--- src/rtl/core/gmi_pkg.sv ---
// gmi_pkg: shared types and codes of the grid interpolator
// payload structs, datapath command and status structs, field and register codes
// no dependencies
`default_nettype none

package gmi_pkg;

  localparam int CFG_IDX_W  = 2;
  localparam int CFG_DATA_W = 5;

  // register indexes of the configuration port
  localparam logic [CFG_IDX_W-1:0] CFG_DIM = 2'd0;
  localparam logic [CFG_IDX_W-1:0] CFG_PX  = 2'd1;
  localparam logic [CFG_IDX_W-1:0] CFG_PY  = 2'd2;
  localparam logic [CFG_IDX_W-1:0] CFG_PZ  = 2'd3;

  // item functions
  localparam logic [1:0] FUNC_AXIS  = 2'd0;
  localparam logic [1:0] FUNC_GRID  = 2'd1;
  localparam logic [1:0] FUNC_QUERY = 2'd2;

  // result status codes
  localparam logic [1:0] ST_OK   = 2'd0;
  localparam logic [1:0] ST_SAT  = 2'd1;
  localparam logic [1:0] ST_ZERO = 2'd2;

  localparam int GRID_DEPTH = 4096;
  localparam int GRID_AW    = 12;

  typedef struct packed {
    logic [1:0]         func;
    logic [1:0]         axis;
    logic [11:0]        index;
    logic signed [31:0] data;
    logic signed [31:0] query_x;
    logic signed [31:0] query_y;
    logic signed [31:0] query_z;
  } gmi_in_t;

  typedef struct packed {
    logic signed [31:0] value;
    logic [1:0]         status;
  } gmi_out_t;

  typedef enum logic [4:0] {
    OP_NONE,
    OP_ACCEPT,
    OP_RD_FIRST,
    OP_RD_LAST,
    OP_EDGE,
    OP_RD_MID,
    OP_CMP,
    OP_RD_X0,
    OP_RD_X1,
    OP_DIV_INIT,
    OP_DIV_STEP,
    OP_DIV_STORE,
    OP_GRID_RD,
    OP_GRID_WR,
    OP_L_RDA,
    OP_L_RDB,
    OP_L_DIFF,
    OP_L_MLO,
    OP_L_MHI,
    OP_L_SUM,
    OP_L_FIN,
    OP_OUT
  } gmi_op_t;

  typedef struct packed {
    gmi_op_t op;
  } gmi_cmd_t;

  typedef struct packed {
    logic query;
    logic dim_zero;
    logic open;
    logic div_last;
    logic last_axis;
    logic last_corner;
    logic last_lerp;
    logic out_free;
  } gmi_st_t;

endpackage

`default_nettype wire

--- src/rtl/core/gmi_ctrl.sv ---
// gmi_ctrl: sequencer of the grid interpolator
// steps the datapath through search, divide, grid fetch and blend; uses gmi_pkg
`default_nettype none

module gmi_ctrl (
  input  logic            clk,
  input  logic            rst_n,
  input  logic            in_valid,
  output logic            in_ready,
  input  gmi_pkg::gmi_st_t st,
  output gmi_pkg::gmi_cmd_t cmd
);
  import gmi_pkg::*;

  typedef enum logic [4:0] {
    S_IDLE, S_RD_FIRST, S_RD_LAST, S_EDGE, S_SRCH, S_CMP, S_RD_X1,
    S_DIV_INIT, S_DIV, S_DIV_STORE, S_G_RD, S_G_WR,
    S_L_RA, S_L_RB, S_L_DIFF, S_L_MLO, S_L_MHI, S_L_SUM, S_L_FIN, S_OUT
  } state_t;

  state_t state_r, state_nxt;

  always_ff @(posedge clk) begin
    if (!rst_n) begin
      state_r <= S_IDLE;
    end else begin
      state_r <= state_nxt;
    end
  end

  assign in_ready = (state_r == S_IDLE);

  always_comb begin
    state_nxt = state_r;
    cmd.op    = OP_NONE;
    case (state_r)
      S_IDLE: begin
        if (in_valid) begin
          cmd.op = OP_ACCEPT;
          if (st.query) begin
            state_nxt = st.dim_zero ? S_OUT : S_RD_FIRST;
          end
        end
      end
      S_RD_FIRST: begin
        cmd.op    = OP_RD_FIRST;
        state_nxt = S_RD_LAST;
      end
      S_RD_LAST: begin
        cmd.op    = OP_RD_LAST;
        state_nxt = S_EDGE;
      end
      S_EDGE: begin
        cmd.op    = OP_EDGE;
        state_nxt = S_SRCH;
      end
      S_SRCH: begin
        if (st.open) begin
          cmd.op    = OP_RD_MID;
          state_nxt = S_CMP;
        end else begin
          cmd.op    = OP_RD_X0;
          state_nxt = S_RD_X1;
        end
      end
      S_CMP: begin
        cmd.op    = OP_CMP;
        state_nxt = S_SRCH;
      end
      S_RD_X1: begin
        cmd.op    = OP_RD_X1;
        state_nxt = S_DIV_INIT;
      end
      S_DIV_INIT: begin
        cmd.op    = OP_DIV_INIT;
        state_nxt = S_DIV;
      end
      S_DIV: begin
        cmd.op = OP_DIV_STEP;
        if (st.div_last) begin
          state_nxt = S_DIV_STORE;
        end
      end
      S_DIV_STORE: begin
        cmd.op    = OP_DIV_STORE;
        state_nxt = st.last_axis ? S_G_RD : S_RD_FIRST;
      end
      S_G_RD: begin
        cmd.op    = OP_GRID_RD;
        state_nxt = S_G_WR;
      end
      S_G_WR: begin
        cmd.op    = OP_GRID_WR;
        state_nxt = st.last_corner ? S_L_RA : S_G_RD;
      end
      S_L_RA: begin
        cmd.op    = OP_L_RDA;
        state_nxt = S_L_RB;
      end
      S_L_RB: begin
        cmd.op    = OP_L_RDB;
        state_nxt = S_L_DIFF;
      end
      S_L_DIFF: begin
        cmd.op    = OP_L_DIFF;
        state_nxt = S_L_MLO;
      end
      S_L_MLO: begin
        cmd.op    = OP_L_MLO;
        state_nxt = S_L_MHI;
      end
      S_L_MHI: begin
        cmd.op    = OP_L_MHI;
        state_nxt = S_L_SUM;
      end
      S_L_SUM: begin
        cmd.op    = OP_L_SUM;
        state_nxt = S_L_FIN;
      end
      S_L_FIN: begin
        cmd.op    = OP_L_FIN;
        state_nxt = st.last_lerp ? S_OUT : S_L_RA;
      end
      S_OUT: begin
        if (st.out_free) begin
          cmd.op    = OP_OUT;
          state_nxt = S_IDLE;
        end
      end
      default: begin
        state_nxt = S_IDLE;
      end
    endcase
  end

endmodule

`default_nettype wire

--- config.mk ---
export PLATFORM = sky130hd
export DESIGN_NAME = gmi_ctrl
export DESIGN_NICKNAME = d
export VERILOG_FILES = /design/src/rtl/core/gmi_pkg.sv /design/src/rtl/core/gmi_ctrl.sv
export SDC_FILE = /design/constraint.sdc
export NUM_CORES = 1
export LEC_CHECK = 0
export ABC_AREA = 1
export BUFFER_PORTS_ARGS = -buffer_cell sky130_fd_sc_hd__buf_2
export CORE_MARGIN = 2
export CORE_UTILIZATION = 51
export CTS_CLUSTER_DIAMETER = 30
export DETAILED_ROUTE_END_ITERATION = 10
export PLACE_DENSITY_LB_ADDON = 0.25
export SLEW_MARGIN = 20
export SYNTH_ARGS = -nofsm -noshare
export SYNTH_HDL_FRONTEND = slang
export SYNTH_SLANG_ARGS = --single-unit
--- constraint.sdc ---
create_clock -name clk -period 1.7 [get_ports clk]
set_clock_uncertainty 0.15 [all_clocks]
set_input_delay 0 -clock clk [delete_from_list [all_inputs] [get_ports clk]]
set_output_delay 0 -clock clk [all_outputs]
set_load 0.1 [all_outputs]
==> summary.log, run 1 <==
[run_status] result of the run aborted with a tool error
[run_status] stopping stage global routing (5_1_grt)
[run_status] first error line in the log [ERROR DPL-0038] Utilization greater than 100%, impossible to legalize
[cts] CTS root buffer clkbuf_4
[synth] Yosys top cell area share 0.1564
[synth] Post-synth EDFFs 0
[synth] post-synthesis sequential element count 5
[synth] net count after synthesis 131
[synth] cell area after synthesis 671.9 um2
[cts] number of buffers between clock root and the deepest sink 2
[die] y dimension of the die 40.30 um
[synth] mean area per synthesized cell 5.599 um2
[die] floorplan row count 13
[die] chip width 40.30 um
[synth] library cell with the largest summed area after synthesis nand2_1
[sta] worst endpoint type output port
[die] Initial Utilization 0.5296
[synth] part of the Yosys area used for sequential elements 0.1490
[synth] post-synthesis instance total 120
[synth] Primary FF master, synth dfxtp_1
[synth] Netlist cell types 26
[sta] worst setup endpoint GRT cmd[2]
[cts] H-Tree Depth 1
[placed_design] Placed Cells incl. Taps 151
[placed_design] Area after DPL 899.6 um2
[placed_design] IO Port Bufs 16
[synth] share of flip-flops with an asynchronous set or reset after synthesis 0
[placed_design] final estimated routing congestion in global placement 0.9151
[die] count of pins on the block boundary 17
[cts] CTS sink cnt 5
[placed_design] HPWL after detailed placement 1591 um
[global_routing] largest net degree at the start of global routing 12
[cts] number of clock buffers inserted by TritonCTS 3
[synth] dominant cells by area after synthesis nand2_1, dfxtp_1, nor2_1
[synth] number of warnings printed during yosys synthesis 0
-- repair_timing --
| item | 4_1_cts |
|---|---|
| hold endpoints to repair | 5 |
| setup buffers | 4 |
| endpoints found under the setup margin | 4 |
| cloned | 0 |
| hold buffers | 3 |
| gates resized for setup | 22 |
| pin swaps | 4 |
-- cell families after synthesis --
logic type / Yosys count / share of synthesized area
buf+inv: 19 / 0.1155
compound gates: 14 / 0.1210
simple gates: 82 / 0.6145
flops: 5 / 0.1490
-- synthesized netlist by cell type, drive strengths merged (2+ instances only) --
cell and number:
a21oi 7, a22oi 2, a31oi 2, buf 3
dfxtp 5, inv 16, nand2 30, nand3 12
nand4 9, nor2 25, o21ai 2
-- per-stage QoR --
step | setup TNS (ps) | setup slack, ps
after floorplan | -1509 | -496.8
after global placement | 0 | 127.1
after detailed placement | 0 | 97.84
after CTS | -11.49 | -11.04
==> run 2: changes to the inputs <==
- CORE_AREA: unset -> 2 2 63 65
- CORE_MARGIN: 2 -> unset
- CORE_UTILIZATION: 51 -> unset
- CTS_CLUSTER_DIAMETER: 30 -> unset
- DIE_AREA: unset -> 0 0 65 67
- PLACE_DENSITY_LB_ADDON: 0.25 -> 0.15
==> run 2 against run 1 <==
  * The flow now finishes without violations
  * Area after synthesis unchanged
  * Synthesized cell count is the same
==> summary.log, run 2 <==
[run_status] result of the run finished clean [was aborted with a tool error]
[setup_path] crit-path max cell delay 390 ps
[drt] remaining number of nets flagged by the antenna check after routing 0
[setup_path] worst r2r dst state_r[4]$_SDFFE_PN0P_
[setup_path] startpoint-to-endpoint class of the critical path flop to primary output
[setup_path] kind of capture point of the worst setup path primary output
[drt] DRC violation total after the first TritonRoute iteration 35
[setup_path] reg-to-reg slack, setup 110 ps
[global_routing] antenna violations before repair 0
[die] y dimension of the die 67 um [was 40.30 um]
[setup_path] startpoint type of the worst setup path flop
[sta] endpoints failing hold 0
[synth] cell area after synthesis 671.9 um2 [unchanged]
[flow_run] max-cap violations 0
[cts] insertion delay of the later-clocked pin in the worst-skew pair 220 ps
[synth] Netlist cell types 26 [unchanged]
[finish] register ranked first by flip-flop count state_r
[sta] transition time at the pin with the least slew margin 266.2 ps
[finish] utilization after layout 0.3262
[setup_path] Critical Path RT 1550 ps
[placed_design] IO Port Bufs 16 [unchanged]
[finish] total inserted antenna cells 0
[cts] CTS sink cnt 5 [unchanged]
[die] Initial Utilization 0.1863 [was 0.5296]
[setup_path] maximum fanout encountered on the critical timing path 6
[placed_design] DP Worst Slack 44.17 ps [was 97.84 ps]
[cts] TritonCTS clock tree built
[cts] H-Tree Depth 1 [unchanged]
[die] chip width 65 um [was 40.30 um]
[cts] CTS root buffer clkbuf_8 [was clkbuf_4]
[synth] mean area per synthesized cell 5.599 um2 [unchanged]
[worst_hold_path] path class of the lowest-slack min-delay path input pin to flop
[drt] aggregate routed wire length 2500 um
[synth] Primary FF master, synth dfxtp_1 [unchanged]
[placed_design] final estimated routing congestion in global placement 0.8817 [was 0.9151]
[global_routing] global-route wire length before repair 3836 um
[finish] number of nets in the final layout 165
[placed_design] Placed Cells incl. Taps 184 [was 151]
[finish] leading cell type in the layout, fill and taps excluded nand2_1
[synth] dominant cells by area after synthesis nand2_1, dfxtp_1, nor2_1 [unchanged]
[synth] list of most frequent post-synthesis cells nand2_1, nor2_1, inv_1 [unchanged]
[setup_path] standard cell with the maximum stage delay on the critical path dfxtp_4
[worst_hold_path] worst hold path startpoint st[4]
[finish] synthesis-to-layout area growth 75.05%
[sta] setup repair after global routing missed its margin true
[pwr] Max VDD drop 1.047 mV
[setup_path] worst reg2reg path startpoint state_r[3]$_SDFFE_PN0P_
[drt] Vias per Instance 4.507
[cts] number of buffers between clock root and the deepest sink 2 [unchanged]
[synth] Yosys top cell area share 0.1564 [unchanged]
[placed_design] HPWL after detailed placement 1947 um [was 1591 um]
[global_routing] GRT Residual Overflow 0
[sta] setup TNS 0 ps
[sta] Period Utilization, post-route 0.9971
[die] count of pins on the block boundary 17 [unchanged]
[global_routing] global router's overall resource usage 0.1157
[synth] part of the Yosys area used for sequential elements 0.1490 [unchanged]
[synth] library cell with the largest summed area after synthesis nand2_1 [unchanged]
[global_routing] largest net degree at the start of global routing 12
[global_routing] via count of the first global-routing pass 845
[sta] Worst Slack Setup Final 4.859 ps
[setup_path] critical-path cell list nor2_4 -> buf_4 -> nand3_2 -> nand3_1 -> nor3_1 -> nand4_1 -> buf_12
[sta] final setup violation count 0
[finish] highest-count cells in the layout ignoring fill and taps nand2_1, nor2_1, buf_2, inv_1, buf_4
[synth] library cell with the highest instance count after synthesis nand2_1 [unchanged]
[sta] maximum clock frequency 0.5899 GHz
[drt] drc violations 0
[finish] post-route non-filler standard cell count 201
[pwr] Power per Cell Area 2063 nW/um2
[synth] Post-synth EDFFs 0 [unchanged]
[sta] hold slack 59.02 ps
[finish] max FFs per register 5
[pwr] PnR Total Power 2.426 mW
[synth] post-synthesis sequential element count 5 [unchanged]
[finish] share of post-route cells with drive strength above 1 0.4248
[finish] final cell area excluding filler cells 1176 um2
[die] Die Footprint 4355 um2
[drt] average wire per standard cell 12.44 um
[sta] remaining max-slew budget at the tightest pin 0.8212
[setup_path] arrival time worst endpoint 1550 ps
[sta] Slew Limit Fails 0
[placed_design] Area after DPL 940.9 um2 [was 899.6 um2]
[finish] largest registers ranked by flip-flop count state_r (5)
[pwr] Leakage Power 0.5572 nW
[cts] clock transition at the registers of the reported paths 30 ps
[drt] via count 906
[drt] DRT Pass-1 Iters 4
[die] core region area 3606 um2
[setup_path] Worst R2R Path Depth 8
[cts] number of clock buffers inserted by TritonCTS 3 [unchanged]
[die] floorplan row count 22 [was 13]
[worst_hold_path] number of instances on the worst hold path 5
[worst_hold_path] hold endpoint state_r[1]$_SDFFE_PN0P_
[synth] number of warnings printed during yosys synthesis 0 [unchanged]
[synth] net count after synthesis 131 [unchanged]
[synth] post-synthesis instance total 120 [unchanged]
[synth] share of flip-flops with an asynchronous set or reset after synthesis 0 [unchanged]
[sta] Tmin final 1695 ps
-- run 2: cell counts after synthesis --
No cell type changed its count.
-- run 2: metal layers --
metal | track usage | share of wire
met2 | 0.1972 | 0.48
met5 | 0 | 0
met3 | 0.04054 | 0.071
met1 | 0.1410 | 0.43
met4 | 0.02128 | 0.012
-- run 2: cell type report --
type / instances / area (um2)
fill: 399 / 2430
multi-input combinational: 96 / 586.8
timing repair buffer: 32 / 302.8
sequential: 5 / 116.4
inverter: 16 / 65.06
tap: 48 / 60.06
clock buffer: 4 / 45.04
-- run 2: power breakdown --
| group | internal, mW | total (mW) | switching [mW] |
|---|---|---|---|
| logic | 0.688 | 1.97 | 1.28 |
| registers | 0.169 | 0.242 | 0.0728 |
| clock network | 0.161 | 0.217 | 0.0562 |
| total | 1.02 | 2.43 | 1.41 |
-- run 2: worst max-delay path by stage --
stage,startpoint,end,slack [ps],depth (start not counted)
after floorplan,state_r[2]$_SDFFE_PN0P_,cmd[0],-500,6
after global placement,state_r[2]$_SDFFE_PN0P_,state_r[1]$_SDFFE_PN0P_,60,9
after detailed placement,state_r[3]$_SDFFE_PN0P_,cmd[2],40,6
after CTS,state_r[2]$_SDFFE_PN0P_,cmd[2],-3,6
after global routing,state_r[3]$_SDFFE_PN0P_,cmd[2],-50,6
final,state_r[3]$_SDFFE_PN0P_,cmd[0],5,7
-- run 2: repair_timing --
| action | 4_1_cts | 5_1_grt |
|---|---|---|
| endpoints found under the setup margin | 4 | 4 |
| pin swaps | 8 | 8 |
| setup buffers | 2 | 7 |
| hold endpoints to repair | 5 | 0 |
| cloned | 1 | 0 |
| gates resized for setup | 16 | 12 |
| hold buffers | 3 | 0 |
-- run 2: cells by family after synthesis --
group / after synthesis / share of synthesized area
buffers and inverters: 19 / 0.1155
AO/OA/AOI/OAI: 14 / 0.1210
flip-flops: 5 / 0.1490
AND/OR/NAND/NOR: 82 / 0.6145
-- run 2: critical path, delay by kind of cell, from the launching register on --
family	cells	cell delay (ps)
DFF	1	390
buffers and inverters	2	350
and+or+nand+nor	5	580
Power figures use the tool's default switching activity.
==> run 3: changes to the inputs <==
- GPL_TIMING_DRIVEN: unset -> 0
==> run 3 against run 2 <==
  * The run now ends with negative setup slack left
  * Power is 8.0% lower
  * Critical path depth stayed put
  * First-iteration DRC count is 26% lower
  * Sequential share of layout area hardly changed
  * Design area is 3.5% lower
  * Largest cell class unchanged
  * Largest power group unchanged
  * Highest routed layer unchanged
==> summary.log, run 3 (same netlist as run 2, synthesis figures left out) <==
[pwr] clock group share of total power 0.096 [was 0.089]
[sta] Period Utilization, post-route 1.048 [was 0.9971]
[finish] register ranked first by flip-flop count state_r [unchanged]
[die] y dimension of the die 67 um [unchanged]
[worst_hold_path] path class of the lowest-slack min-delay path input pin to flop [unchanged]
[global_routing] global router's overall resource usage 0.1217 [was 0.1157]
[setup_path] startpoint-to-endpoint class of the critical path flop to primary output [unchanged]
[setup_path] maximum fanout encountered on the critical timing path 6 [unchanged]
[drt] Vias per Instance 4.527 [was 4.507]
[setup_path] reg-to-reg slack, setup 100 ps [was 110 ps]
[cts] CTS root buffer clkbuf_8 [unchanged]
[setup_path] startpoint type of the worst setup path flop [unchanged]
[sta] final setup violation count 3 [was 0]
[setup_path] kind of capture point of the worst setup path primary output [unchanged]
[sta] Worst Slack Setup Final -81.46 ps [was 4.859 ps]
[finish] highest-count cells in the layout ignoring fill and taps nand2_1, nor2_1, inv_1, buf_4 [was nand2_1, nor2_1, buf_2, inv_1, buf_4]
[run_status] result of the run complete, but fails checks [was finished clean]
[sta] setup TNS -147.3 ps [was 0 ps]
[placed_design] IO Port Bufs 16 [unchanged]
[pwr] switching power as a share of total power 0.6068 [was 0.5803]
[worst_hold_path] worst hold path startpoint st[0] [was st[4]]
[drt] aggregate routed wire length 2517 um [was 2500 um]
[setup_path] Worst R2R Path Depth 10 [was 8]
[cts] insertion delay of the later-clocked pin in the worst-skew pair 220 ps [about the same]
[drt] DRT Pass-1 Iters 4 [unchanged]
[sta] transition time at the pin with the least slew margin 340.6 ps [was 266.2 ps]
[cts] number of clock buffers inserted by TritonCTS 3 [unchanged]
[placed_design] Placed Cells incl. Taps 184 [unchanged]
[pwr] Switching Power 1.355 mW [was 1.408 mW]
[drt] via count 910 [was 906]
[finish] number of nets in the final layout 165 [unchanged]
[finish] utilization after layout 0.3147 [was 0.3262]
[setup_path] arrival time worst endpoint 1630 ps [was 1550 ps]
[sta] hold slack 57.60 ps [was 59.02 ps]
[global_routing] global-route wire length before repair 4029 um [was 3836 um]
[placed_design] DP Worst Slack -202.9 ps [was 44.17 ps]
[placed_design] final estimated routing congestion in global placement 0.7941 [was 0.8817]
[sta] remaining max-slew budget at the tightest pin 0.7712 [was 0.8212]
[global_routing] largest net degree at the start of global routing 11 [was 12]
[cts] H-Tree Depth 1 [unchanged]
[drt] average wire per standard cell 12.52 um [was 12.44 um]
[drt] remaining number of nets flagged by the antenna check after routing 0 [unchanged]
[sta] setup repair after global routing missed its margin true [unchanged]
[finish] total inserted antenna cells 0 [unchanged]
[sta] maximum clock frequency 0.5613 GHz [was 0.5899 GHz]
[setup_path] worst r2r dst state_r[1]$_SDFFE_PN0P_ [was state_r[4]$_SDFFE_PN0P_]
[sta] endpoints failing hold 0 [unchanged]
[drt] DRC violation total after the first TritonRoute iteration 26 [was 35]
[global_routing] GRT Residual Overflow 0 [unchanged]
[placed_design] Area after DPL 855.8 um2 [was 940.9 um2]
[setup_path] Critical Path RT 1550 ps [about the same]
[flow_run] max-cap violations 0 [unchanged]
[sta] Slew Limit Fails 0 [unchanged]
[pwr] Power per Cell Area 1968 nW/um2 [was 2063 nW/um2]
[finish] synthesis-to-layout area growth 68.90% [was 75.05%]
[die] Die Footprint 4355 um2 [unchanged]
[setup_path] crit path from state_r[2]$_SDFFE_PN0P_ [was state_r[3]$_SDFFE_PN0P_]
[worst_hold_path] hold endpoint state_r[4]$_SDFFE_PN0P_ [was state_r[1]$_SDFFE_PN0P_]
[pwr] Max VDD drop 1.145 mV [was 1.047 mV]
[finish] leading cell type in the layout, fill and taps excluded nand2_1 [unchanged]
[finish] largest registers ranked by flip-flop count state_r (5) [unchanged]
[global_routing] antenna violations before repair 0 [unchanged]
[run_status] violations in the final reports negative setup slack
[pwr] PnR Total Power 2.233 mW [was 2.426 mW]
[cts] clock transition at the registers of the reported paths 30 ps [about the same]
[cts] number of buffers between clock root and the deepest sink 2 [unchanged]
[die] core region area 3606 um2 [unchanged]
[setup_path] worst reg2reg path startpoint state_r[2]$_SDFFE_PN0P_ [was state_r[3]$_SDFFE_PN0P_]
[finish] share of post-route cells with drive strength above 1 0.4183 [was 0.4248]
[drt] drc violations 0 [unchanged]
[finish] Fillers 396 [was 399]
[die] chip width 65 um [unchanged]
[global_routing] via count of the first global-routing pass 855 [was 845]
[pwr] sequential fraction of design power 0.107 [was 0.100]
[placed_design] HPWL after detailed placement 1942 um [was 1947 um]
[cts] CTS sink cnt 5 [unchanged]
[finish] max FFs per register 5 [unchanged]
[sta] Tmin final 1781 ps [was 1695 ps]
[die] floorplan row count 22 [unchanged]
[pwr] Internal Power 0.8779 mW [was 1.018 mW]
[die] count of pins on the block boundary 17 [unchanged]
[pwr] power share of the combinational group 0.797 [was 0.811]
[worst_hold_path] number of instances on the worst hold path 4 [was 5]
[finish] post-route non-filler standard cell count 201 [unchanged]
[finish] final cell area excluding filler cells 1135 um2 [was 1176 um2]
[pwr] Leakage Power 0.5543 nW [was 0.5572 nW]
[die] Initial Utilization 0.1863 [unchanged]
[cts] TritonCTS clock tree built [unchanged]
[run 3: power groups by stage]
stage                     Clock [mW]  Combinational (mW)  Sequential [mW]
after floorplan                    0                1.22            0.206
after global routing           0.232                1.90            0.245
final                          0.214                1.78            0.239
after global placement             0                1.51            0.223
after CTS                      0.220                1.73            0.239
after detailed placement           0                1.50            0.223
[run 3: how the worst max path moves through the flow]
stage	end	slack [ps]	depth (start not counted)
after floorplan	cmd[0]	-500	6
after global placement	cmd[2]	-260	7
after detailed placement	cmd[2]	-200	7
after CTS	cmd[2]	-40	8
after global routing	cmd[0]	-140	7
final	cmd[0]	-80	7
[run 3: final cells by class]
type                            instances  area, um2  share of cell area
Buffer                                  3      33.78             0.02977
Clock buffer                            4      45.04             0.03969
Inverter                               16      60.06             0.05292
Multi-Input combinational cell         96      580.6              0.5116
Sequential cell                         5      112.6             0.09923
Tap cell                               48      60.06             0.05292
Timing Repair Buffer                   29      242.7              0.2139
[run 3: repair_timing]
action                                  in CTS  in global routing
resized for setup                           30                 10
endpoints found under the setup margin       6                  8
hold buffers                                 3                  0
endpoints found under the hold margin        5                  0
gates cloned                                 0                  0
setup buffers                                5                  5
pin swaps                                    3                  4
[run 3: per-layer routing]
metal,share of wire,track usage,vias to the layer above,wire [um]
li1,-,-,466,-
met1,0.48,0.1600,417,1219
met2,0.48,0.2049,25,1198
met3,0.036,0.03547,2,91
met4,0.0032,0.007979,0,8
met5,0,0,-,0
[run 3: worst max-delay path, stage by stage, from the launching register on]
cell,delay (ps)
dfxtp_1,300
buf_6,140
nor2_4,160
inv_1,110
nor4_4,260
nor3_2,90
nand4_1,140
buf_8,210
==> run 4: changes to the inputs <==
- CELL_PAD_IN_SITES_DETAIL_PLACEMENT: unset -> 1
- CELL_PAD_IN_SITES_GLOBAL_PLACEMENT: unset -> 2
- GPL_TIMING_DRIVEN: 0 -> 1
- SLEW_MARGIN: 20 -> unset
==> run 4 against run 3 <==
  * The flow still finishes with violations (negative setup slack)
  * Hold slack lost 3.8 ps
  * Clock power is essentially flat
  * Design area grew 6.7%
  * Sequential power grew 2%
  * Maximum frequency grew 3.3%
  * Utilization grew 2.1 points
  * Worst setup slack gained 58 ps
  * Non-clock buffer count shrank 5
  * Wire length grew 17%
  * Critical path type unchanged
==> summary.log, run 4 (same netlist as run 2, synthesis figures left out) <==
[run_status] result of the run complete, but fails checks [unchanged]
[run_status] violations in the final reports negative setup slack [unchanged]
[drt] DRT Pass-1 Iters 4 [unchanged]
[placed_design] IO Port Bufs 16 [unchanged]
[die] Initial Utilization 0.1863 [unchanged]
[sta] endpoints failing hold 0 [unchanged]
[die] core region area 3606 um2 [unchanged]
[placed_design] HPWL after detailed placement 2306 um [was 1942 um]
[finish] highest-count cells in the layout ignoring fill and taps nand2_1, nor2_1, buf_2, nand4_1, inv_1 [was nand2_1, nor2_1, inv_1, buf_4]
[global_routing] global router's overall resource usage 0.1460 [was 0.1217]
[placed_design] DP Worst Slack 38.56 ps [was -202.9 ps]
[sta] Slew Limit Fails 0 [unchanged]
[drt] via count 909 [was 910]
[cts] number of buffers between clock root and the deepest sink 2 [unchanged]
[finish] Fillers 464 [was 396]
[global_routing] global-route wire length before repair 4823 um [was 4029 um]
[die] chip width 65 um [unchanged]
[drt] average wire per standard cell 14.97 um [was 12.52 um]
[placed_design] Placed Cells incl. Taps 183 [was 184]
[cts] CTS sink cnt 5 [unchanged]
[drt] drc violations 0 [unchanged]
[pwr] Power per Cell Area 2067 nW/um2 [was 1968 nW/um2]
[setup_path] kind of capture point of the worst setup path primary output [unchanged]
[sta] setup repair after global routing missed its margin true [unchanged]
[global_routing] GRT Residual Overflow 0 [unchanged]
[cts] clock transition at the registers of the reported paths 30 ps [about the same]
[global_routing] most used routing layer met2 [unchanged]
[finish] leading cell type in the layout, fill and taps excluded nand2_1 [unchanged]
[pwr] Max VDD drop 1.276 mV [was 1.145 mV]
[finish] largest registers ranked by flip-flop count state_r (5) [unchanged]
[global_routing] met3 usage 0.03209 [was 0.03547]
[placed_design] final estimated routing congestion in global placement 0.8000 [was 0.7941]
[drt] remaining number of nets flagged by the antenna check after routing 0 [unchanged]
[sta] hold slack 53.77 ps [was 57.60 ps]
[flow_run] max-cap violations 0 [unchanged]
[global_routing] largest net degree at the start of global routing 12 [was 11]
[die] count of pins on the block boundary 17 [unchanged]
[finish] share of post-route cells with drive strength above 1 0.4527 [was 0.4183]
[global_routing] via count of the first global-routing pass 993 [was 855]
[setup_path] arrival time worst endpoint 1570 ps [was 1630 ps]
[drt] Vias per Instance 4.638 [was 4.527]
[die] floorplan row count 22 [unchanged]
[finish] register ranked first by flip-flop count state_r [unchanged]
[finish] synthesis-to-layout area growth 80.26% [was 68.90%]
[drt] DRC violation total after the first TritonRoute iteration 28 [was 26]
[cts] CTS root buffer clkbuf_8 [unchanged]
[sta] final setup violation count 1 [was 3]
[sta] Worst Slack Setup Final -23.78 ps [was -81.46 ps]
[sta] remaining max-slew budget at the tightest pin 0.8164 [was 0.7712]
[sta] setup TNS -23.78 ps [was -147.3 ps]
[sta] maximum clock frequency 0.5801 GHz [was 0.5613 GHz]
[setup_path] maximum fanout encountered on the critical timing path 4 [was 6]
[cts] number of clock buffers inserted by TritonCTS 3 [unchanged]
[global_routing] routing usage on met1 0.1653 [was 0.1600]
[cts] H-Tree Depth 1 [unchanged]
[finish] total inserted antenna cells 0 [unchanged]
[global_routing] antenna violations before repair 0 [unchanged]
[pwr] Leakage Power 0.5635 nW [was 0.5543 nW]
[worst_hold_path] path class of the lowest-slack min-delay path input pin to flop [unchanged]
[setup_path] startpoint type of the worst setup path flop [unchanged]
[finish] post-route non-filler standard cell count 196 [was 201]
[cts] TritonCTS clock tree built [unchanged]
[global_routing] GR Layer Usage met2 0.2706 [was 0.2049]
[die] Die Footprint 4355 um2 [unchanged]
[sta] transition time at the pin with the least slew margin 273.3 ps [was 340.6 ps]
[cts] insertion delay of the later-clocked pin in the worst-skew pair 220 ps [about the same]
[setup_path] startpoint-to-endpoint class of the critical path flop to primary output [unchanged]
[die] y dimension of the die 67 um [unchanged]
[finish] max FFs per register 5 [unchanged]
[placed_design] Area after DPL 945.9 um2 [was 855.8 um2]
[sta] Tmin final 1724 ps [was 1781 ps]
[drt] aggregate routed wire length 2935 um [was 2517 um]
[finish] number of nets in the final layout 160 [was 165]
[finish] final cell area excluding filler cells 1211 um2 [was 1135 um2]
[sta] Period Utilization, post-route 1.014 [was 1.048]
[setup_path] Critical Path RT 1550 ps [about the same]
-- run 4: changes by cell type in the layout (fill, tap and decap cells not counted), sizes merged --
cell / previous run / this run
buf: 29 / 24
-- run 4: layer usage --
| metal | routed length, um | up-vias |
|---|---|---|
| li1 | - | 458 |
| met1 | 1195 | 425 |
| met2 | 1539 | 22 |
| met3 | 146 | 4 |
| met4 | 53 | 0 |
| met5 | 0 | - |
-- run 4: critical path, stage by stage, from the launching register on --
cell and delay (ps):
dfxtp_4 350, nor2_4 200, buf_12 140, nand2_2 70, nor2_4 140, nand2_1 110, nand4_1 160, buf_12 190
-- run 4: metrics by stage --
step | util | power, mW
after floorplan | - | 1.428
after global routing | 0.3359 | 2.635
after detailed placement | 0.2623 | 2.101
after CTS | 0.3164 | 2.454
final | 0.3359 | 2.504
after global placement | 0.2623 | 2.100
-- run 4: layout make-up --
type	count	area (um2)	share of cell area
multi-input combinational	96	633.1	0.5227
timing repair buffer	27	289.0	0.2386
clock buffer	4	45.04	0.03719
tap	48	60.06	0.04959
sequential	5	113.9	0.09401
inverter	16	70.07	0.05785
-- run 4: final timing paths --
kind,from,end,slack [ps],cells after the start
min reg2reg,state_r[0]$_SDFFE_PN0P_,state_r[2]$_SDFFE_PN0P_,620,3
min,st[4],state_r[1]$_SDFFE_PN0P_,50,5
max reg2reg,state_r[2]$_SDFFE_PN0P_,state_r[4]$_SDFFE_PN0P_,120,7
max,state_r[2]$_SDFFE_PN0P_,cmd[0],-20,7
-- run 4: power breakdown --
group,total [mW],switching [mW],internal (mW)
logic,2.04,1.33,0.710
registers,0.244,0.0782,0.166
clock network,0.216,0.0549,0.161
-- run 4: repair_timing --
item	4_1_cts	5_1_grt
setup buffers	5	1
resized for setup	21	18
setup endpoints to repair	4	5
hold buffers	3	0
pin swaps	7	6
gates cloned	0	0
hold endpoints to repair	5	0
